### config.mk
export PLATFORM = sky130hd
export DESIGN_NAME = csao_back
export DESIGN_NICKNAME = d
export VERILOG_FILES = /design/src/hw/rtl/csao_pkg.sv /design/src/hw/rtl/csao_back.sv
export VERILOG_INCLUDE_DIRS = /design/src /design/src/hw/rtl
export SDC_FILE = /design/constraint.sdc
export NUM_CORES = 1
export LEC_CHECK = 0
export BUFFER_PORTS_ARGS = -buffer_cell sky130_fd_sc_hd__buf_4
export CORE_MARGIN = 5
export CORE_UTILIZATION = 64
export CTS_CLUSTER_DIAMETER = 200
export DETAILED_ROUTE_END_ITERATION = 16
export PLACE_DENSITY = 0.94
export SLEW_MARGIN = 0
export SYNTH_ARGS = -nofsm -noshare
export SYNTH_HDL_FRONTEND = slang
export SYNTH_SLANG_ARGS = --single-unit
### constraint.sdc
create_clock -name clock -period 9.3 [get_ports clock]
set_input_delay 1.86 -clock clock [delete_from_list [all_inputs] [get_ports clock]]
set_output_delay 1.86 -clock clock [all_outputs]
set_load 0.02 [all_outputs]
### src/hw/rtl/assert_macros.svh
// Assertion macros shared by the cursor overlay RTL.
// No dependencies; included by every module that carries checks.
`ifndef ASSERT_MACROS_SVH
`define ASSERT_MACROS_SVH

// Property that must hold at every clock edge outside reset.
`define ASSERT_ALWAYS(label, clk, rst, prop, msg) \
   label: assert property (@(posedge clk) disable iff (rst) (prop)) else $error(msg);

// Same-cycle implication outside reset.
`define ASSERT_IMPLIES(label, clk, rst, pre, post, msg) \
   label: assert property (@(posedge clk) disable iff (rst) (pre) |-> (post)) else $error(msg);

`endif

### src/hw/rtl/csao_pkg.sv
// Types and constants for the cursor sprite alpha overlay.
// No dependencies; used by the top level, the front end and the back end.
package csao_pkg;

   localparam int FRAME_MAX_SIDE = 4096;
   localparam int MID_DEPTH      = 8;
   localparam int OUT_DEPTH      = 4;

   localparam logic [7:0] FULL_ALPHA = 8'd255;

   typedef enum logic {
      MODE_LOAD  = 1'b0,
      MODE_BLEND = 1'b1
   } mode_type;

   typedef enum logic [1:0] {
      CSR_WIDTH  = 2'd0,
      CSR_HEIGHT = 2'd1,
      CSR_LEFT   = 2'd2,
      CSR_TOP    = 2'd3
   } csr_index_type;

   typedef struct packed {
      mode_type    mode;
      logic [11:0] sprite_index;
      logic [11:0] pixel_x;
      logic [11:0] pixel_y;
      logic [7:0]  blue;
      logic [7:0]  green;
      logic [7:0]  red;
      logic [7:0]  alpha;
   } req_type;

   typedef struct packed {
      logic [7:0] out_blue;
      logic [7:0] out_green;
      logic [7:0] out_red;
      logic [7:0] out_alpha;
      logic       covered;
   } rsp_type;

   typedef struct packed {
      logic [6:0]         sprite_width;
      logic [6:0]         sprite_height;
      logic signed [12:0] sprite_left;
      logic signed [12:0] sprite_top;
   } cfg_type;

   // B in the low byte, A in the high byte
   typedef struct packed {
      logic [7:0] alpha;
      logic [7:0] red;
      logic [7:0] green;
      logic [7:0] blue;
   } texel_type;

   typedef struct packed {
      logic      hit;
      texel_type texel;
      texel_type pixel;
   } mid_type;

endpackage

### src/hw/rtl/csao_back.sv
// Back end: blends the texel over covered frame pixels, passes uncovered ones
// through and hands the result on. Depends on csao_pkg and assert_macros.svh.
`include "assert_macros.svh"

module csao_back (
   input  logic                                       clock,
   input  logic                                       reset,
   input  csao_pkg::mid_type                          mid_item,
   input  logic                                       mid_empty,
   input  logic [$clog2(csao_pkg::OUT_DEPTH+1)-1:0]   out_count,
   output logic                                       mid_pop,
   output logic                                       out_push,
   output csao_pkg::rsp_type                          out_item
);

   localparam int CNT_W = $clog2(csao_pkg::OUT_DEPTH + 1);

   // floor(x / 255) for x up to 255*255
   function automatic logic [7:0] div255(input logic [15:0] x);
      logic [16:0] t;
      t = 17'(x) + 17'(x[15:8]) + 17'd1;
      return t[15:8];
   endfunction

   logic [7:0]  src_c [3];
   logic [7:0]  dst_c [3];
   logic [7:0]  inv_c;
   logic [15:0] sum_c [3];

   logic                b1_valid_ff;
   logic                b1_hit_ff;
   csao_pkg::texel_type b1_pixel_ff;
   logic [15:0]         b1_sum_ff [3];

   always_comb begin
      mid_pop = !mid_empty
              && (({1'b0, out_count} + (CNT_W + 1)'(b1_valid_ff))
                  < (CNT_W + 1)'(csao_pkg::OUT_DEPTH));
      src_c[0] = mid_item.texel.blue;
      src_c[1] = mid_item.texel.green;
      src_c[2] = mid_item.texel.red;
      dst_c[0] = mid_item.pixel.blue;
      dst_c[1] = mid_item.pixel.green;
      dst_c[2] = mid_item.pixel.red;
      inv_c    = csao_pkg::FULL_ALPHA - mid_item.texel.alpha;
      for (int i = 0; i < 3; i++) begin
         sum_c[i] = 16'(16'(src_c[i]) * 16'(mid_item.texel.alpha))
                  + 16'(16'(dst_c[i]) * 16'(inv_c));
      end
   end

   always_ff @(posedge clock) begin
      if (reset) begin
         b1_valid_ff <= 1'b0;
      end else begin
         b1_valid_ff <= mid_pop;
      end
   end

   always_ff @(posedge clock) begin
      b1_hit_ff   <= mid_item.hit;
      b1_pixel_ff <= mid_item.pixel;
      for (int i = 0; i < 3; i++) begin
         b1_sum_ff[i] <= sum_c[i];
      end
   end

   always_comb begin
      out_push = b1_valid_ff;
      if (b1_hit_ff) begin
         out_item = '{out_blue:  div255(b1_sum_ff[0]),
                      out_green: div255(b1_sum_ff[1]),
                      out_red:   div255(b1_sum_ff[2]),
                      out_alpha: csao_pkg::FULL_ALPHA,
                      covered:   1'b1};
      end else begin
         out_item = '{out_blue:  b1_pixel_ff.blue,
                      out_green: b1_pixel_ff.green,
                      out_red:   b1_pixel_ff.red,
                      out_alpha: b1_pixel_ff.alpha,
                      covered:   1'b0};
      end
   end

   `ASSERT_IMPLIES(a_back_room, clock, reset, out_push, out_count != CNT_W'(csao_pkg::OUT_DEPTH), "result queue over-committed")

endmodule
# Word-level counts from Yosys, hierarchy flattened
# Memory sizes are Yosys's and may differ from the RTL's.
# Index checks and enable logic that the tools add are counted.
word_totals:
  reg_bits: 34
  mem_bits_rw: 48
  in_bits: 71
  out_inout_bits: 35
  wordCells: 28
  mem_count: 1
mem_list:
  columns: ["memory", "depth", "word_bits", "rd", "rd_clocked_by_memory_dff", "write_ports", "line_no", "source"]
  rows:
  - ["b1_sum_ff", 3, 16, 3, 0, 3, "csao_back.sv:33", "logic [15:0] b1_sum_ff [3];"]
classes:
  n_addsub: 11
  mul: 6
  magnitude_cmp: 1
  mux: 1
  reduce_logical: 2
op_table:
  columns: ["op", "count"]
  rows:
  - ["multiplier 8 x 8 -> 16 bit", 6]
  - ["adder 16 x 1 -> 16 bit, second input constant", 3]
  - ["adder 16 bit", 3]
  - ["adder 16 x 8 -> 16 bit", 3]
  - ["two-way mux 33 bit", 1]
  - ["subtractor 8 bit, first input constant", 1]
  - ["adder 3 x 1 -> 4 bit", 1]
  - ["< comparator 4 x 3 -> 1 bit, second input constant", 1]
  - ["logical AND 1 bit", 1]
  - ["zero test 1 bit", 1]

# Longest topological paths before layout
# Gate-level depths: netlist (run 1).
depth:
  word_depth: 3
  depth_mapped: 22

# Worst setup path after synthesis (run 1)
# OpenSTA, ideal clock, no wires.
synth_path:
  path_kind: "input -> register"
  startpoint: "input port mid_item[57] (netlist name)"
  endpoint: "memory b1_sum_ff[2][14] (netlist: b1_sum_ff[0][46])"
  t_arrival_ps: 7010
  required_ps: 9228
  slack_ps: 2218
  stages: 19
  path_buffers: 2
  cell_sequence: "clkbuf_1 clkbuf_1 nand2_1 fa_1 inv_1 fa_1 inv_1 fa_1 fa_1 fa_1 fa_1 inv_1 ha_1 o21a_1 and3_1 a211oi_2 nor2_1 a221oi_2 xnor2_1"
synth_lines:
  columns: ["item", "line_no", "source"]
  rows:
  - ["start, declared", "csao_back.sv:8", "input csao_pkg::mid_type mid_item,"]
  - ["end, declared", "csao_back.sv:33", null]

==> results of run 1 <==
==> logic make-up after synthesis <==
kind of cell    count (synthesis)  share of synthesized area
compound gates                126                    0.05334
simple gates                  507                     0.1748
other cells                     1                  0.0002351
mux                             4                   0.002824
xor+xnor                       65                    0.03569
fa+ha+maj                     495                     0.5238
flops                          82                     0.1029
buf+inv                       451                     0.1064
==> cell type report <==
type	instances	area (sq um)	share of cell area
sequential	82	1643	0.09502
timing repair buffer	105	788.3	0.04559
clock inverter	6	91.34	0.005283
tap	324	405.4	0.02345
inverter	404	1516	0.08771
clock buffer	9	225.2	0.01303
multi-input combinational	1200	12620	0.7299
==> power by group through the flow <==
| stage | registers (mW) | clock network [mW] | logic [mW] |
|---|---|---|---|
| 6_report | 0.643 | 0.386 | 5.33 |
| 5_1_grt | 0.653 | 0.407 | 6.04 |
| 4_1_cts | 0.640 | 0.394 | 5.29 |
| 3_5_place_dp | 0.647 | 0 | 5.22 |
| 3_3_place_gp | 0.642 | 0 | 4.89 |
| 2_1_floorplan | 0.608 | 0 | 4.13 |
==> state kept, by name (all words and copies together), names as in the netlist <==
| register | flops |
|---|---|
| out_push | 1 |
| b1_sum_ff | 48 |
| b1_pixel_ff | 32 |
| b1_hit_ff | 1 |
==> layout by cell type, fill, tap and decap left out, types with 3 or more instances in the layout <==
cell,synthesis,layout
inv_1,404,404
fa_1,288,288
ha_1,207,207
nor2b_1,138,138
and2_1,107,107
buf_4,1,105
nand2_1,104,104
dfxtp_1,82,81
nand2b_1,58,58
a21oi_1,51,51
nor2_1,48,48
xnor2_1,47,47
nand3_1,18,18
xor2_1,18,18
o21ai_0,17,17
or2_2,10,10
a211oi_1,9,9
clkbuf_16,0,9
a21o_1,8,8
o21a_1,7,7
and3_1,6,6
o21bai_1,6,6
nand4_1,5,5
mux2_2,4,4
a211o_1,3,3
a211oi_2,3,3
nor3_1,3,3
nand3b_1,3,3
conb_1,1,3
==> metrics by stage <==
stage | setup WS, ps | power (mW) | std cells | instance area, sq um | hold WS, ps
after global routing | 1995 | 7.097 | 2130 | 17290 | 630.5
after floorplan | 2218 | 4.741 | 1733 | 15960 | 866.3
after CTS | 2291 | 6.328 | 2130 | 17290 | 594.1
final | 2226 | 6.358 | 2130 | 17290 | 592.2
after global placement | 2137 | 5.533 | 2115 | 16970 | 575.8
after detailed placement | 1949 | 5.863 | 2115 | 16970 | 580.3
==> tightest hold or removal path, delay by kind of cell, from the launching register on <==
kind	cells	cell delay, ps
simple gates	1	120
compound gates	1	110
flops	1	320
==> per-layer routing <==
metal | vias up | wire length [microns] | GRT usage
met5 | - | 0 | 0
met2 | 526 | 19040 | 0.4885
met1 | 5909 | 13760 | 0.3231
met4 | 0 | 1639 | 0.1344
met3 | 141 | 2596 | 0.04127
li1 | 5339 | - | -
==> final timing paths <==
| check | from | endpoint | cells after the start |
|---|---|---|---|
| worst min-delay path | out_push$_SDFF_PP0_ | out_push$_SDFF_PP0_ | 2 |
| worst min register to register | out_push$_SDFF_PP0_ | out_push$_SDFF_PP0_ | 2 |
| worst max register to register | out_push$_SDFF_PP0_ | out_push$_SDFF_PP0_ | 2 |
| worst max-delay path | mid_item[57] | b1_sum_ff[0][45]$_DFF_P_ | 18 |
==> metrics.txt, run 1 <==
Setup TNS Final=0 ps; cell with the most instances after synthesis=inv_1; io pins=106; pwr dens=roughly 370 nW/um^2; routed wire length=between 30 and 40 mm; crit path buf inv count=4; initial core utilization=0.6520; vias in the first global route=around 14000; CP delay by family, top=adder cells; ANT nets after route=0; dominant cells by area after synthesis=fa_1 36%, ha_1 16%, dfxtp_1 10%; routed vias/inst=about 5.6; Filler Cells Inserted=1626; Hold/Removal Path Class=register to register; TritonCTS clock tree=done; postcts setup bufs=0; Die Y=around 170 microns; post-cts sizing count=0; worst path cell trace=buf_4 > nand2_1 > fa_1 > inv_1 > fa_1 > inv_1 > fa_1 > fa_1 > fa_1 > fa_1 > inv_1 > ha_1 > o21a_1 > o21a_1 > o22ai_1 > o2111ai_1 > a21oi_1 > xnor2_1; final period demand of the worst path=between 7000 and 8000 ps; post-synth top area cell=fa_1; Worst EP arrival=7340 ps; via count=~12000; fmax=0.1414 GHz; synth unique cells=52; Syn Std Cell Area=between 15000 and 20000 sq um; worst rel slew slack=0.3501; Final Hold Fails=0; switching share of total power=0.5047; Tcrit/Tclk final=0.7606; post-DP HPWL=approximately 29 mm; first-pass GRT wire length=63.11 mm; area of the die=between 20000 and 30000 sq um; ys flop type=dfxtp_1; core footprint=between 20000 and 25000 sq um; Worst-Margin Slew=between 900 and 1000 ps; DR WL/cell=17.39 microns; setup violators final=0; Reg2Reg Setup Slack=approximately 8500 ps; Synth Warn #=0; clock latency on the worst-skew pair=around 350 ps; Rows=57; Reg clk slew, reported paths=60 ps; post-synthesis sequential area ratio=0.1029; Crit Path Max Fanout=48; Clock Power Share=0.061; cts hold-fix bufs=0; Sequential Power Share=0.101; nets@finish=about 2400; initial antenna violation count=0; number of CTS-inserted buffers=9; VDD IR-drop max=just under 0.4 mV; Max-cap violations=0; Commonest cells post-synth=404 x inv_1, 288 x fa_1, 207 x ha_1; skew final=0 ps; Die X=roughly 170 microns; switching pwr=3.209 mW; Root Buffer Master=clkbuf_16; synthesized flop and latch total=82; Pint=3.149 mW; worst path required time=approximately 9600 ps; Total GRT Usage=0.2740; RSZ-0062 raised after global routing=false; pin count of the biggest net entering global routing=57; # DRC=0; H-tree depth=3; utilization after layout=0.7068; antenna cells=0; Gate power share=0.838; DR pass1 iterations=6; Mapped Cells=1731; layout cells sized above 1=0.08140; grt ovf=0; leakage=a little under 9 nW; Critical-path top delay cell=fa_1; most used cell, CP=fa_1; Critical Path Sink Type=register; Avg Inst Size Synth=slightly above 9 sq um; status=finished clean; ys async rst share=0; worst stage delay on the critical path=about 580 ps; Slew Viols, Final=0; initial DRC count=roughly 800; Area growth syn-to-layout=8.394%; input/output buffers=approximately 110; post-synth top area share=0.3615; clock buffer depth=2; crit path kind=input pin to register; Worst setup SP type=input pin; Clock Sinks=82; number of synthesized flops with an enable pin=0; GP Congestion=~0.94
Note: power is estimated with default switching activity, not from simulation.
==> run 2: changes to the inputs <==
--- a/config.mk
+++ b/config.mk
@@ -6,12 +6,13 @@
 export SDC_FILE = /design/constraint.sdc
 export NUM_CORES = 1
 export LEC_CHECK = 0
+export ABC_AREA = 1
 export BUFFER_PORTS_ARGS = -buffer_cell sky130_fd_sc_hd__buf_4
 export CORE_MARGIN = 5
-export CORE_UTILIZATION = 64
+export CORE_UTILIZATION = 58
 export CTS_CLUSTER_DIAMETER = 200
 export DETAILED_ROUTE_END_ITERATION = 16
-export PLACE_DENSITY = 0.94
+export PLACE_DENSITY = 0.9
 export SLEW_MARGIN = 0
 export SYNTH_ARGS = -nofsm -noshare
 export SYNTH_HDL_FRONTEND = slang
==> constraint.sdc (replaced) <==
create_clock -name clock -period 5.7 [get_ports clock]
set_input_delay 1.14 -clock clock [delete_from_list [all_inputs] [get_ports clock]]
set_output_delay 1.14 -clock clock [all_outputs]
set_load 0.02 [all_outputs]
==> run 2 against run 1 <==
Sequential share of layout area down 1.1 points. Register-to-register slack got worse by 3400 ps. Routed wire length grew 18%. Critical path type unchanged. Worst hold slack worse by 10 ps. Die area grew 17%. Synthesized cell count up 32%. Final cell count is 34% higher. Setup slack worse by 2100 ps. Global-route usage is 0.29 points lower. Utilization decreased by 2.9 points. Highest routed layer unchanged. Largest cell class unchanged. Area after synthesis is 7.0% higher. Critical endpoint is now b1_sum_ff[0][47]$_DFF_P_.
==> metrics.txt, run 2 <==
pin count of the biggest net entering global routing=35; Critical Path Sink Type=register; input/output buffers=105; crit path kind=input pin to register; synth unique cells=39; Worst-Margin Slew=980.9 ps; # DRC=0; final period demand of the worst path=between 5000 and 6000 ps; area of the die=32940 sq um; post-synth top area share=0.3380; Mapped Cells=between 2000 and 2500; clock buffer depth=2; routed vias/inst=approximately 5; ANT nets after route=0; core footprint=28860 sq um; Die X=181.5 microns; Top reg by flops=b1_sum_ff; Avg Inst Size Synth=approximately 7.5 sq um; most used cell, CP=fa_1; Total GRT Usage=0.2711; CP Depth=21; via count=~15000; post-DP HPWL=37.46 mm; worst rel slew slack=0.3454; initial antenna violation count=1; initial DRC count=a little over 900; vias in the first global route=between 15000 and 20000; setup violators final=0; crit path buf inv count=7; utilization after layout=0.6781; biggest regs=b1_sum_ff (48), b1_pixel_ff (32); Reg2Reg Depth=3; RSZ-0062 raised after global routing=true; fmax=~0.18 GHz; DR WL/cell=roughly 15 microns; layout cells sized above 1=0.1235; TritonCTS clock tree=done; number of CTS-inserted buffers=9; worst path cell trace=buf_6 > buf_4 > nand2_1 > inv_1 > fa_1 > inv_1 > fa_1 > inv_1 > fa_1 > fa_1 > fa_1 > inv_1 > fa_1 > inv_1 > ha_1 > a21oi_1 > o21bai_1 > a21oi_1 > nand2_1 > nand2_1 > nand2_1; nets@finish=just over 3000; Max-cap violations=0; Slew Viols, Final=0; Hold/Removal Path Class=register to register; skew final=0 ps; post-synthesis sequential area ratio=0.09622; minimum hold slack=582.0 ps; cell with the most instances after synthesis=inv_1; first-pass GRT wire length=72.95 mm; Area growth syn-to-layout=14.70%; Reg clk slew, reported paths=about 70 ps; ys async rst share=0; Filler Cells Inserted=roughly 2300; Hold Path Depth=3; io pins=around 110; clock latency on the worst-skew pair=roughly 350 ps; synthesized flop and latch total=a little over 80; most common library cell in the layout ignoring fill and taps=inv_1; Tcrit/Tclk final=0.9713; Synth Warn #=0; GP Congestion=slightly below 1; worst stage delay on the critical path=~520 ps; Worst EP arrival=5780 ps; Syn Std Cell Area=17060 sq um; Root Buffer Master=clkbuf_16; worst path required time=5940 ps; Largest register FFs=between 40 and 50; number of synthesized flops with an enable pin=0; DR pass1 iterations=7; Finished Cell Area=19570 sq um; H-tree depth=3; grt ovf=0; Die Y=181.5 microns; Worst setup SP type=input pin; Placed Area=19050 sq um; initial core utilization=0.5912; Crit Path Max Fanout=10; commonest cells after routing, fill and taps aside=649 x inv_1, 550 x nand2_1, 287 x fa_1; routed wire length=roughly 44 mm; status=finished clean; dominant cells by area after synthesis=fa_1 34%, ha_1 15%, inv_1 14%; CP delay by family, top=adder cells; Critical-path top delay cell=fa_1; Clock Sinks=just over 80; Non-Filler Instances=between 2000 and 3000; post-synth top area cell=fa_1; Cells after DPL=2833; ys flop type=dfxtp_1; Final Hold Fails=0; Rows=slightly above 60; Commonest cells post-synth=658 x inv_1, 553 x nand2_1, 288 x fa_1
-- run 2: cell types whose count changed in the layout (fill, tap and decap cells not counted), moves of 10 or more --
cell | previous run | this run
nand2_1 | 104 | 550
inv_1 | 404 | 649
nor2b_1 | 138 | 0
nor2_1 | 48 | 174
buf_4 | 105 | 221
and2_1 | 107 | 5
nand2b_1 | 58 | 0
nand3_1 | 18 | 70
xnor2_1 | 47 | 4
nand3b_1 | 3 | 17
a21oi_1 | 51 | 40
xor2_1 | 18 | 28
-- run 2: logic make-up after synthesis --
logic type,count (synthesis),share of synthesized area
compound gates,80,0.02750
fa+ha+maj,495,0.4898
flops,82,0.09622
simple gates,868,0.2073
other cells,1,0.0002198
buf+inv,730,0.1626
xor+xnor,32,0.01643
-- run 2: path summary, 6_finish.rpt --
kind	start	to	slack, ps
max reg2reg	out_push$_SDFF_PP0_	out_push$_SDFF_PP0_	5050
min reg2reg	out_push$_SDFF_PP0_	out_push$_SDFF_PP0_	580
min	out_push$_SDFF_PP0_	out_push$_SDFF_PP0_	580
max	mid_item[60]	b1_sum_ff[0][47]$_DFF_P_	160
-- run 2: tightest hold or removal path: cells and delay by family, from the launching register on --
family,cells,cell delay [ps]
and+or+nand+nor,3,240
DFF,1,310
-- run 2: layout make-up --
class / count / area [sq um] / area share
multi-input cells: 1478 / 12760 / 0.6522
clock buffers: 11 / 232.7 / 0.01189
inverters: 660 / 2505 / 0.1280
flip-flops and latches: 82 / 1642 / 0.08389
repair buffers: 234 / 1866 / 0.09534
well taps: 384 / 480.5 / 0.02455
diodes: 1 / 2.502 / 0.0001279
clock inverters: 5 / 78.83 / 0.004028
-- run 2: layer usage --
| layer | global-route usage | share of wire |
|---|---|---|
| met4 | 0.1234 | 0.047 |
| met3 | 0.05102 | 0.086 |
| met5 | 0 | 0 |
| met2 | 0.4722 | 0.49 |
| met1 | 0.3265 | 0.37 |
-- run 2: per-stage QoR --
step                worst slack [ps]  setup TNS (ps)
floorplan                     0.2811               0
global placement              -130.4           -1112
detailed placement            -278.4           -4094
CTS                            101.9               0
global route                  -38.05          -120.7
finish                         163.8               0
-- run 2: what timing repair did --
item | 4_1_cts | 5_1_grt
setup buffers | 0 | 5
hold buffers | 0 | 0
endpoints found under the setup margin | 0 | 16
gates resized for setup | 0 | 37
Power of run 2 is left out: the tool's default activity adds up to more than one toggle a clock period on the data nets, which glitch-free logic cannot reach.
