### src/hw/rtl/assert_macros.svh
// Assertion macros shared by the cursor overlay RTL.
// No dependencies; included by every module that carries checks.
`ifndef ASSERT_MACROS_SVH
`define ASSERT_MACROS_SVH

// Property that must hold at every clock edge outside reset.
`define ASSERT_ALWAYS(label, clk, rst, prop, msg) \
   label: assert property (@(posedge clk) disable iff (rst) (prop)) else $error(msg);

// Same-cycle implication outside reset.
`define ASSERT_IMPLIES(label, clk, rst, pre, post, msg) \
   label: assert property (@(posedge clk) disable iff (rst) (pre) |-> (post)) else $error(msg);

`endif

### src/hw/rtl/csao_fifo.sv
// Small synchronous queue with a combinational head, used between stages.
// Depends on assert_macros.svh.
`include "assert_macros.svh"

module csao_fifo #(
   parameter int DEPTH = 4,
   parameter int WIDTH = 8
) (
   input  logic                         clock,
   input  logic                         reset,
   input  logic                         wr_en,
   input  logic [WIDTH-1:0]             wr_data,
   input  logic                         rd_en,
   output logic [WIDTH-1:0]             rd_data,
   output logic [$clog2(DEPTH+1)-1:0]   count,
   output logic                         empty
);

   localparam int PTR_W = $clog2(DEPTH);
   localparam int CNT_W = $clog2(DEPTH + 1);

   logic [WIDTH-1:0] mem [DEPTH];
   logic [PTR_W-1:0] wr_ptr_ff, wr_ptr_in;
   logic [PTR_W-1:0] rd_ptr_ff, rd_ptr_in;
   logic [CNT_W-1:0] count_ff, count_in;

   always_comb begin
      wr_ptr_in = wr_en ? wr_ptr_ff + PTR_W'(1) : wr_ptr_ff;
      rd_ptr_in = rd_en ? rd_ptr_ff + PTR_W'(1) : rd_ptr_ff;
      count_in  = count_ff;
      if (wr_en && !rd_en) begin
         count_in = count_ff + CNT_W'(1);
      end else if (rd_en && !wr_en) begin
         count_in = count_ff - CNT_W'(1);
      end
   end

   always_ff @(posedge clock) begin
      if (reset) begin
         wr_ptr_ff <= '0;
         rd_ptr_ff <= '0;
         count_ff  <= '0;
      end else begin
         wr_ptr_ff <= wr_ptr_in;
         rd_ptr_ff <= rd_ptr_in;
         count_ff  <= count_in;
      end
   end

   always_ff @(posedge clock) begin
      if (wr_en) begin
         mem[wr_ptr_ff] <= wr_data;
      end
   end

   assign rd_data = mem[rd_ptr_ff];
   assign count   = count_ff;
   assign empty   = (count_ff == '0);

   `ASSERT_IMPLIES(a_fifo_no_overflow, clock, reset, wr_en && !rd_en, count_ff != CNT_W'(DEPTH), "queue overflow")
   `ASSERT_IMPLIES(a_fifo_no_underflow, clock, reset, rd_en, count_ff != '0, "queue underflow")

endmodule

### config.mk
export PLATFORM = sky130hd
export DESIGN_NAME = csao_fifo
export DESIGN_NICKNAME = d
export VERILOG_FILES = /design/src/hw/rtl/csao_fifo.sv
export VERILOG_INCLUDE_DIRS = /design/src /design/src/hw/rtl
export SDC_FILE = /design/constraint.sdc
export NUM_CORES = 1
export LEC_CHECK = 0
export BUFFER_PORTS_ARGS = -buffer_cell sky130_fd_sc_hd__buf_2
export CORE_ASPECT_RATIO = 1.25
export CORE_MARGIN = 8
export CORE_UTILIZATION = 59
export CTS_CLUSTER_SIZE = 14
export DETAILED_ROUTE_END_ITERATION = 16
export GPL_ROUTABILITY_DRIVEN = 0
export PLACE_DENSITY = 0.82
export SLEW_MARGIN = 20
export SYNTH_ARGS = -nofsm -noshare
export SYNTH_HDL_FRONTEND = slang
export SYNTH_SLANG_ARGS = --single-unit
export TNS_END_PERCENT = 1
### constraint.sdc
create_clock -name clock -period 2.8 [get_ports clock]
set_input_delay 0.14 -clock clock [delete_from_list [all_inputs] [get_ports clock]]
set_output_delay 0.14 -clock clock [all_outputs]
set_load 0.02 [all_outputs]
* Word level (Yosys, flattened, before mapping)
Memories as Yosys holds them, arrays and structs flattened. A register that Yosys moved wholly into a read port is not among the register bits.
Cells that the tools add are included.
** Word-level totals
- Output and inout bits :: 12
- Flip-flop bits (word level) :: 7
- RAM bits :: 32
- Word-level logic and storage cells :: 20
- Bits in read-only memories :: 0
- Bits of input ports :: 12
- Memories :: 1
- Latch bits :: 0
** Cells by class
- Divide/modulo/power cells :: 0
- Bitwise operators :: 0
- Magnitude comparators :: 0
- $add $sub $neg :: 4
- Shift operators :: 0
- $mul :: 0
- Multiplexer cells :: 6
- Equality and inequality tests :: 0
- Reductions and logical operators :: 6
** Memories
- mem :: words 4, width 8, rd ports 1, clocked after Yosys merged registers in 1, wr ports 1, line csao_fifo.sv:22 : logic [WIDTH-1:0] mem [DEPTH];
** Operators with widths (count)
- $mux W3 :: 2
- $add A2 B1 Y2 const B :: 2
- $mux W2 :: 2
- $add A3 B1 Y3 const B :: 1
- $logic_not A3 Y1 :: 1
- $sub A3 B1 Y3 const B :: 1
- $logic_and A1 B1 Y1 :: 2
- $logic_not A1 Y1 :: 2
- $mux W1 :: 2
- $reduce_bool A2 Y1 :: 1

* Depth between registers and ports, before layout
Gate-level depths: netlist (run 1).
- Word-level depth :: 4
- Depth in mapped cells :: 7
- Gate-level depth less buffers :: 7

* Least setup slack after synthesis (run 1)
Ideal clock, no wire load.
- Path kind :: register -> register
- Start point :: register count_ff[0] (netlist: count[0])
- End point :: register count_ff[2] (netlist: count[2])
- Clock period less this slack :: 1496 ps
- Library setup time :: 70 ps
- Required time :: 2730 ps
- Arrival :: 1426 ps
- Path slack :: 1304 ps
- Stages on the path, launching flop included :: 5
- Path buffers :: 0
- Cells stage by stage :: dfxtp_1 fa_1 xor2_1 or3_1 a21oi_1
** Between the ends
- Word-level cells in the longest chain between the ends :: 3
- Elaborated cells between the ends (all ways) :: 4
- Classes of those cells :: add/sub: 2; mux: 2
** RTL lines
- start: declaration :: line csao_fifo.sv:25 : logic [CNT_W-1:0] count_ff, count_in;
- start signal: assignment :: line csao_fifo.sv:46 : count_ff <= count_in;
- $sub A3 B1 Y3 :: line csao_fifo.sv:34 : count_in = count_ff - CNT_W'(1);
- $mux W3 :: line csao_fifo.sv:33 : end else if (rd_en && !wr_en) begin
- $mux W3 * :: line csao_fifo.sv:31 : if (wr_en && !rd_en) begin
Mark *: on every way between the ends. The rest lies on a longest branch, timed or not. The select of a mux whose other input is x is not followed.
A chain may end at the register's enable or synchronous reset.

==> run metrics, run 1 <==
Max Transition Viols Final 0; io pins 24; DRT iter0 DRCs 27; r2r startpoint count[0]; crit path to rd_data[5]; CP Launch Type register; CTS tree yes; share of layout cells above drive strength 1 0.331; unrepaired setup endpoints after global routing false; met1 Usage GRT 0.111; htree depth 2; HP Class primary input to register; most crowded layer after global routing met2; gr ovfl total 0; Final Hold Viols 0; Vias about 800; Slew @ Worst Pin 531 ps; Max Freq 0.520 GHz; Clock Skews 10.7 ps; kind of critical path register to primary output; peak fanout along the critical path 8; cell count along the critical path 2; Worst R2R End count[2]; TritonRoute pass-1 iters 4; hold buffers post-CTS 5; largest net degree at the start of global routing 14; number of global-route vias before repair just under 900; Core Box Area 2600 um2; CTS buffer count 5; Lkg Pwr 0.685 nW; CP Capture Type primary output; delay-heaviest family, CP flip-flops; # diodes 0; simple-gate area share of the yosys netlist 0.0420; Clock Pin Slew Worst Setup and Hold Paths 120 ps; row cnt 21; vias per inst 5.36; pwr dens 659 nW/um2; Total GRT Usage 0.116; Max stage delay on crit path about 670 ps; Port Buffer Count 23; Final min period a little under 2000 ps; Worst Path Arrival 1780 ps; worst reg2reg path depth 4; Synth Area in Compound Gates 0.00634; Die Wd 62.3 um; register area share after synthesis 0.723; CP Cell Sequence mux4_2, buf_2; Multi-input gate area approximately 400 um2; Final ANT Viol Nets 0; FF+latch count, synth between 40 and 50; worst skew pair latency 340 ps; Die ar. 4600 um2; Ys Warns 0; post-cts sizing count 0; P&R area growth vs syn 16.0%; Max VDD drop ~500 uV; clock root buffer master clkbuf_4; Mapped Area ~1600 um2; Buf/Inv on CP 1; Mapped Nets 103; DR WL/cell 16.2 um; Max-slew headroom 0.645; Die Y 73.8 um; MaxCap Viol Count 0; r2r setup slk approximately 1300 ps; Final period util 0.686; initial antenna violation count 0; drt total wl 2460 um; mux contribution to synthesized area 0.127; status complete, no violations; # clock sinks 41; Unique masters post-synth 19; largest family of logic cells by synthesized area multiplexers; # setup viols final 0; register area 1140 um2; Initial Util 0.607; DRC viols 0; Final Non-Filler Cells around 150; fillcell total between 150 and 200; clk buf depth 2; Post-Synth XOR/XNOR Area 0.0277; CP max stage cell dfxtp_1; syn_area_per_cell about 19 um2; Post-CTS Setup Inserts 0; DP Cell Count approximately 140; layout net count ~140; first-pass GRT wire length just over 4000 um; WP data required 2660 ps; Global Route met2 Usage 0.207; Gate Count Post-Synth 85; setup TNS 0 ps; grt met3 use 0.0488; post-detail-place hpwl between 1500 and 2000 um; synthesized-area fraction occupied by adder cells 0.0523
==> final cells by class <==
type	instances	area share
Clock buffer	6	0.0280
Tap cell	34	0.0232
Timing Repair Buffer	28	0.0902
Sequential cell	41	0.623
Multi-Input combinational cell	37	0.220
Inverter	4	0.00820
Clock inverter	2	0.00751
==> stage by stage <==
stage               total power [W]  worst slack [ps]  utilization  instance area (um2)  hold WS [ps]
finish                      0.00121               878        0.704                 1830          12.4
global route                0.00125               754        0.704                 1830         0.883
CTS                         0.00122               825        0.704                 1830          3.04
detailed placement         0.000913              1120        0.660                 1720           357
global placement           0.000904              1220        0.660                 1720           349
floorplan                  0.000854              1300            -                 1580           239
==> logic make-up (layout without fill, tap and decap cells) <==
group / count (synthesis) / count (layout)
flops: 41 / 41
simple gates: 14 / 14
mux: 10 / 10
buf+inv: 7 / 40
fa+ha+maj: 6 / 6
xor+xnor: 5 / 5
compound gates: 2 / 2
==> flip-flops by register name, indices dropped and copies added, names as in the netlist, named ones only <==
| register | cells |
|---|---|
| wr_ptr_ff | 2 |
| count | 3 |
| rd_ptr_ff | 2 |
| mem | 32 |
==> cells in the final DEF, fill, tap and decap left out, drive strengths merged <==
cell type     n
fa            1
clkbuf        6
nor2          7
mux2i         2
or3           1
a21oi         1
and2          4
clkinv        2
edfxtp       32
mux4          8
dlygate4sd3   5
xnor2         2
ha            5
o21ai         1
nand2         1
buf          23
xor2          3
dfxtp         9
nor3          1
inv           4
==> cells in the mapped netlist (all sizes together) <==
master / count / area, um2
nand2: 1 / 3.75
fa: 1 / 20.0
mux4: 8 / 180
ha: 5 / 62.6
edfxtp: 32 / 961
inv: 4 / 15.0
dfxtp: 9 / 180
clkbuf: 2 / 8.75
and2: 4 / 25.0
xor2: 3 / 26.3
or3: 1 / 6.26
buf: 1 / 11.3
mux2i: 2 / 20.0
a21oi: 1 / 5.00
nor2: 7 / 26.3
o21ai: 1 / 5.00
xnor2: 2 / 17.5
nor3: 1 / 5.00
==> worst min path at each step <==
stage	endpoint	start	depth (start not counted)
finish	mem[3][1]	wr_data[1]	1
global route	mem[2][6]	wr_data[6]	1
CTS	mem[2][6]	wr_data[6]	1
detailed placement	mem[3][3]	wr_data[3]	1
global placement	mem[2][2]	wr_data[2]	1
floorplan	mem[0][0]	wr_data[0]	0
==> layer usage <==
| metal | routed length, um | vias up | part of all wire |
|---|---|---|---|
| li1 | - | 383 | - |
| met1 | 948 | 397 | 0.39 |
| met2 | 1290 | 28 | 0.52 |
| met3 | 168 | 6 | 0.068 |
| met4 | 50 | 0 | 0.020 |
| met5 | 0 | - | 0 |
==> power by group <==
part | switching [W] | leakage, nW | internal [W]
registers | 0.0000280 | 0.368 | 0.000694
clock network | 0.000185 | 0.0382 | 0.000123
logic | 0.0000980 | 0.279 | 0.0000804
total | 0.000311 | 0.685 | 0.000897
No activity file was read; power rests on OpenSTA's default activity.
==> run 2, diff against run 1 <==
Settings changed: ABC_AREA set to 1, CORE_UTILIZATION 59 to 49, PLACE_DENSITY 0.82 to 0.73.
Clock period 2.8 ns to 1.55 ns, I/O delays scaled along.
==> run 2 against run 1 <==
Net effect: clock-buffer cell count is 1 higher; worst hold slack worse by 5.8 ps; clock power grew to 2.6 times the previous value; final area is 7.2% higher; wire length is 17% higher; largest power group unchanged.
==> run metrics, run 2 <==
largest net degree at the start of global routing 17 (+3); FF+latch count, synth 41 (unchanged); fillcell total 265 (+42%); clk buf depth 2 (unchanged); post-detail-place hpwl 1990 um (+14%); peak fanout along the critical path 9 (+1); htree depth 2 (unchanged); Synth async-reset ratio 0 (unchanged); share of layout cells above drive strength 1 0.235 (-0.0952); unrepaired setup endpoints after global routing false; DRT iter0 DRCs 39 (+44%); layout net count 187 (+39%); ys flop type edfxtp_1; # setup viols final 0 (unchanged); vias per inst 5.11 (-4.6%); Ys Warns 0 (unchanged); CP Capture Type primary output; pwr dens 1230 nW/um2 (+86%); Die Wd 67.7 um (+8.7%); Lkg Pwr 0.810 nW (+18%); Max VDD drop 746 uV (+49%); post-synth top area share 0.587 (-0.0214); Unique masters post-synth 19 (unchanged); most used cells in the layout excluding fill and tap cells 32 x edfxtp_1, 23 x buf_2, 19 x nor2_1, 17 x o21ai_0, 15 x inv_1; top cells by area, synth edfxtp_1 59%, dfxtp_1 11%, o21ai_0 5.2%, nor2_1 4.4%, ha_1 3.8%; worst hold stages 1 (unchanged); Max-slew headroom 0.753 (+0.108); DP Cell Count 193 (+39%); # diodes 0 (unchanged); syn_area_per_cell 12.3 um2 (-34%); Hold Path End mem[1][4]; gr ovfl total 0 (unchanged); Final Hold Viols 0 (unchanged); Die ar. 5460 um2 (+19%); max reg flops 32 (unchanged); Final ANT Viol Nets 0 (unchanged); Cell Area, Placed 1790 um2 (+4.3%); drt total wl 2870 um (+17%); Hold Crit Start wr_data[4]; dominant cell type by area after synthesis edfxtp_1; row cnt 23 (+9.5%); CTS buffer count 5 (unchanged); kind of critical path register to primary output; Die Y 80.6 um (+9.2%); P&R area growth vs syn 20.0%; Worst Path Arrival 1370 ps (-410 ps); Mapped Area 1640 um2 (+3.6%); # clock sinks 41 (unchanged); WP data required 1470 ps (-1190 ps); EDFF count, synth 32 (unchanged); r2r startpoint wr_ptr_ff[0]; clock root buffer master clkbuf_8; setup TNS 0 ps (unchanged); Slew @ Worst Pin 370 ps (-161 ps); number of global-route vias before repair 1,079 (+23%); hold_ws 6.62 ps (-5.82 ps); worst skew pair latency 300 ps (-40 ps); status complete, no violations; io pins 24 (unchanged); first-pass GRT wire length 4550 um (+13%); Clock Skews 6.62 ps (-4.11 ps); Mapped Nets 151 (+47%); Final Instance Area 1960 um2 (+7.2%); Initial Util 0.512 (-0.0947); most frequent cell after synthesis edfxtp_1; Port Buffer Count 23 (unchanged); DRC viols 0 (unchanged); HP Class primary input to register; MaxCap Viol Count 0 (unchanged); initial antenna violation count 0 (unchanged); DR WL/cell 13.8 um (-14%); Biggest register mem; Final period util 0.934; register area share after synthesis 0.697 (-0.0254); CP Launch Type register; Worst R2R End mem[2][2]; Max Freq roughly 0.69 GHz; Final Non-Filler Cells 207 (+36%); top post-synthesis cells by count 32 x edfxtp_1, 19 x nor2_1, 17 x o21ai_0, 16 x inv_1; Vias 1,058 (+30%); Post-CTS Setup Inserts 0 (unchanged); most common cell after layout, fill and taps aside edfxtp_1; worst reg2reg path depth 4 (unchanged); CTS tree yes; Gate Count Post-Synth 133 (+56%); Core Box Area 3190 um2 (+23%); Final min period between 1000 and 1500 ps; TritonRoute pass-1 iters 4 (unchanged); Total GRT Usage 0.116 (+0.000360); Clock Pin Slew Worst Setup and Hold Paths 80 ps (-40 ps); Max Transition Viols Final 0 (unchanged); r2r setup slk 260 ps (-1000 ps); Final Util 0.615 (-0.0892)
[run 2: worst max-delay path: stages (launching register included)]
cell     delay [ps]
dfxtp_1         530
inv_2           160
o21ai_0         130
o22ai_1          90
buf_2           160
[run 2: repair_timing]
action / CTS / global route
gates resized for setup: 0 / 1
hold buffers: 6 / 0
endpoints found under the hold margin: 19 / 0
endpoints found under the setup margin: 0 / 4
[run 2: through the flow]
| step | worst slack (ps) | power [W] |
|---|---|---|
| 3_5_place_dp | 240 | 0.00162 |
| 5_1_grt | 23.9 | 0.00250 |
| 3_3_place_gp | 291 | 0.00160 |
| 2_1_floorplan | 303 | 0.00150 |
| 4_1_cts | 12.5 | 0.00243 |
| 6_report | 103 | 0.00241 |
[run 2: power breakdown]
| part | switching (W) | leakage, nW | total (W) | internal, W |
|---|---|---|---|---|
| sequential | 0.0000346 | 0.369 | 0.00128 | 0.00125 |
| clock | 0.000353 | 0.0599 | 0.000812 | 0.000459 |
| combinational | 0.000206 | 0.381 | 0.000322 | 0.000116 |
| total | 0.000593 | 0.810 | 0.00241 | 0.00182 |
[run 2: area by class of cell]
| type | instances | area [um2] | share of cell area |
|---|---|---|---|
| Tap cell | 37 | 46.3 | 0.0236 |
| Inverter | 17 | 63.8 | 0.0325 |
| Clock buffer | 7 | 108 | 0.0548 |
| Clock inverter | 1 | 6.26 | 0.00318 |
| Sequential cell | 41 | 1140 | 0.581 |
| Multi-Input combinational cell | 73 | 409 | 0.208 |
| Timing Repair Buffer | 31 | 190 | 0.0968 |
[run 2: worst max-delay path by stage]
stage             start          to  slack [ps]  cells after the start
2_1_floorplan  count[0]    count[2]         300                      7
3_3_place_gp      wr_en    count[1]         290                      6
3_5_place_dp      wr_en    count[2]         240                     10
4_1_cts        register  rd_data[5]          10                      4
5_1_grt        register  rd_data[5]          20                      4
6_report       register  rd_data[5]         100                      4
[run 2: routing by layer]
metal / share of wire / vias up / GRT usage
met1: 0.38 / 488 / 0.106
li1: - / 534 / -
met5: 0 / - / 0
met3: 0.057 / 9 / 0.0389
met2: 0.53 / 27 / 0.205
met4: 0.028 / 0 / 0.0818
[run 2: cell families after synthesis]
family          Yosys count  synth area share
compound gates           32             0.109
simple gates             34            0.0856
buf+inv                  19            0.0528
xor+xnor                  1           0.00535
flops                    41             0.697
fa+ha+maj                 6            0.0505
==> run 3, diff against run 2 <==
--- a/config.mk
+++ b/config.mk
@@ -11,3 +11,2 @@
 export CORE_ASPECT_RATIO = 1.25
-export CORE_MARGIN = 8
 export CORE_UTILIZATION = 49
==> constraint.sdc (replaced) <==
create_clock -name clock -period 1.55 [get_ports clock]
set_input_delay 0 -clock clock [delete_from_list [all_inputs] [get_ports clock]]
set_output_delay 0 -clock clock [all_outputs]
set_load 0.02 [all_outputs]
==> run 3 against run 2 <==
Net effect: global-route usage grew 6.1 points; sequential power about the same; sequential cell count stayed put; via count unchanged; combinational power is 1% lower; register-to-register slack gained 30 ps; largest cell class unchanged; critical endpoint unchanged; critical path type unchanged; maximum frequency is 0.95% lower; wire length fell by 4.5%; highest routed layer unchanged; total power down 4.9%.
==> run metrics, run 3 (same netlist as run 2, synthesis figures left out) <==
clk buf depth 2 (unchanged); unrepaired setup endpoints after global routing false; Die ar. 3580 um2 (-34%); fillcell total 264 (-0.38%); Final ANT Viol Nets 0 (unchanged); Worst Path Arrival 1460 ps (+90 ps); Buf/Inv on CP 2 (unchanged); gr ovfl total 0 (unchanged); drt total wl 2740 um (-4.5%); CP Cell Sequence inv_1, o21ai_0, o22ai_1, buf_2; Final min period 1460 ps (+13.9 ps); Core Box Area 3190 um2 (unchanged); Die Wd 53.7 um (-21%); Clock Skews 5.87 ps (-0.748 ps); max reg flops 32 (unchanged); peak fanout along the critical path 9 (unchanged); register area 1140 um2 (+0.11%); worst skew pair latency 290 ps (about the same); Max stage delay on crit path 400 ps (-130 ps); vias per inst 5.06 (-0.96%); Die Y 66.6 um (-17%); Max VDD drop 1010 uV (+36%); Lkg Pwr 0.803 nW (-0.84%); post-detail-place hpwl 1860 um (-6.5%); Total GRT Usage 0.177 (+0.0611); Biggest register mem; Final period util 0.943 (+0.00894); Port Buffer Count 23 (unchanged); DP Cell Count 192 (-0.52%); DRT iter0 DRCs 22 (-44%); kind of critical path register to primary output; CP Launch Type register; setup TNS 0 ps (unchanged); delay-heaviest family, CP buffers and inverters; pwr dens 1170 nW/um2 (-4.9%); Multi-input gate area 409 um2 (unchanged); row cnt 23 (unchanged); CP Capture Type primary output; first-pass GRT wire length 4240 um (-6.8%); Max Freq 0.684 GHz (-0.95%); # diodes 0 (unchanged); status complete, no violations; hold_ws 30.2 ps (+23.6 ps); layout net count 189 (+1.1%); number of global-route vias before repair 1,009 (-6.5%); most common cell after layout, fill and taps aside edfxtp_1; DRC viols 0 (unchanged); Initial Util 0.512 (unchanged); TritonRoute pass-1 iters 4 (unchanged); CP max stage cell dfxtp_1; DR WL/cell 13.1 um (-5.4%); most used cells in the layout excluding fill and tap cells 32 x edfxtp_1, 23 x buf_2, 19 x nor2_1, 17 x o21ai_0, 16 x inv_1; Slew @ Worst Pin 378 ps (+8.66 ps); CTS tree yes; Clock Pin Slew Worst Setup and Hold Paths 70 ps (about the same); P&R area growth vs syn 20.0% (unchanged); Vias 1,058 (unchanged); Final Util 0.615 (unchanged); Max Transition Viols Final 0 (unchanged); initial antenna violation count 0 (unchanged); # setup viols final 0 (unchanged); largest net degree at the start of global routing 17 (unchanged); MaxCap Viol Count 0 (unchanged); # clock sinks 41 (unchanged); Post-CTS Setup Inserts 0 (unchanged); WP data required 1550 ps (+80 ps); share of layout cells above drive strength 1 0.215 (-0.0202); HP Class primary input to register; io pins 24 (unchanged); clock root buffer master clkbuf_8; htree depth 2 (unchanged); Final Non-Filler Cells 209 (+0.97%); Max-slew headroom 0.747 (-0.00578); Final Hold Viols 0 (unchanged); CTS buffer count 5 (unchanged)
[run 3: layer usage]
layer,share of wire,global-route usage
met1,0.43,0.177
met2,0.51,0.302
met3,0.049,0.0616
met4,0.0088,0.109
met5,0,0
[run 3: per-stage QoR]
stage	total power (W)	setup slack (ps)	cell area [um2]
after floorplan	0.00150	303	1640
after global placement	0.00159	351	1780
after detailed placement	0.00161	288	1780
after CTS	0.00231	72.9	1960
after global routing	0.00239	17.3	1960
final	0.00229	88.8	1960
[run 3: path summary, 6_finish.rpt]
kind	startpoint	to	slack [ps]	cells past startpoint
worst max-delay path	register	rd_data[5]	90	4
worst min-delay path	rd_en	register	30	3
worst max register to register	count[0]	count[2]	290	7
worst min register to register	rd_ptr_ff[1]	register	460	1
[run 3: area by class of cell]
cell class,instances,area share
clock buffers,8,0.0459
inverters,17,0.0325
multi-input cells,73,0.208
flip-flops and latches,41,0.582
well taps,37,0.0236
repair buffers,33,0.108
[run 3: tightest hold or removal path, delay by kind of cell]
kind                   cells  cell delay, ps
buffers and inverters      1              90
AND/OR/NAND/NOR            1              80
AO/OA/AOI/OAI              1             100
[run 3: what timing repair did]
item	in CTS	in global routing
hold endpoints to repair	33	0
resized for setup	0	1
hold buffers	9	0
setup endpoints to repair	0	7
[run 3: power breakdown]
part,switching (W),internal [W],leakage (nW),total (W)
Clock,0.000332,0.000363,0.0455,0.000695
Combinational,0.000200,0.000117,0.389,0.000318
Sequential,0.0000358,0.00125,0.369,0.00128
Total,0.000568,0.00173,0.803,0.00229
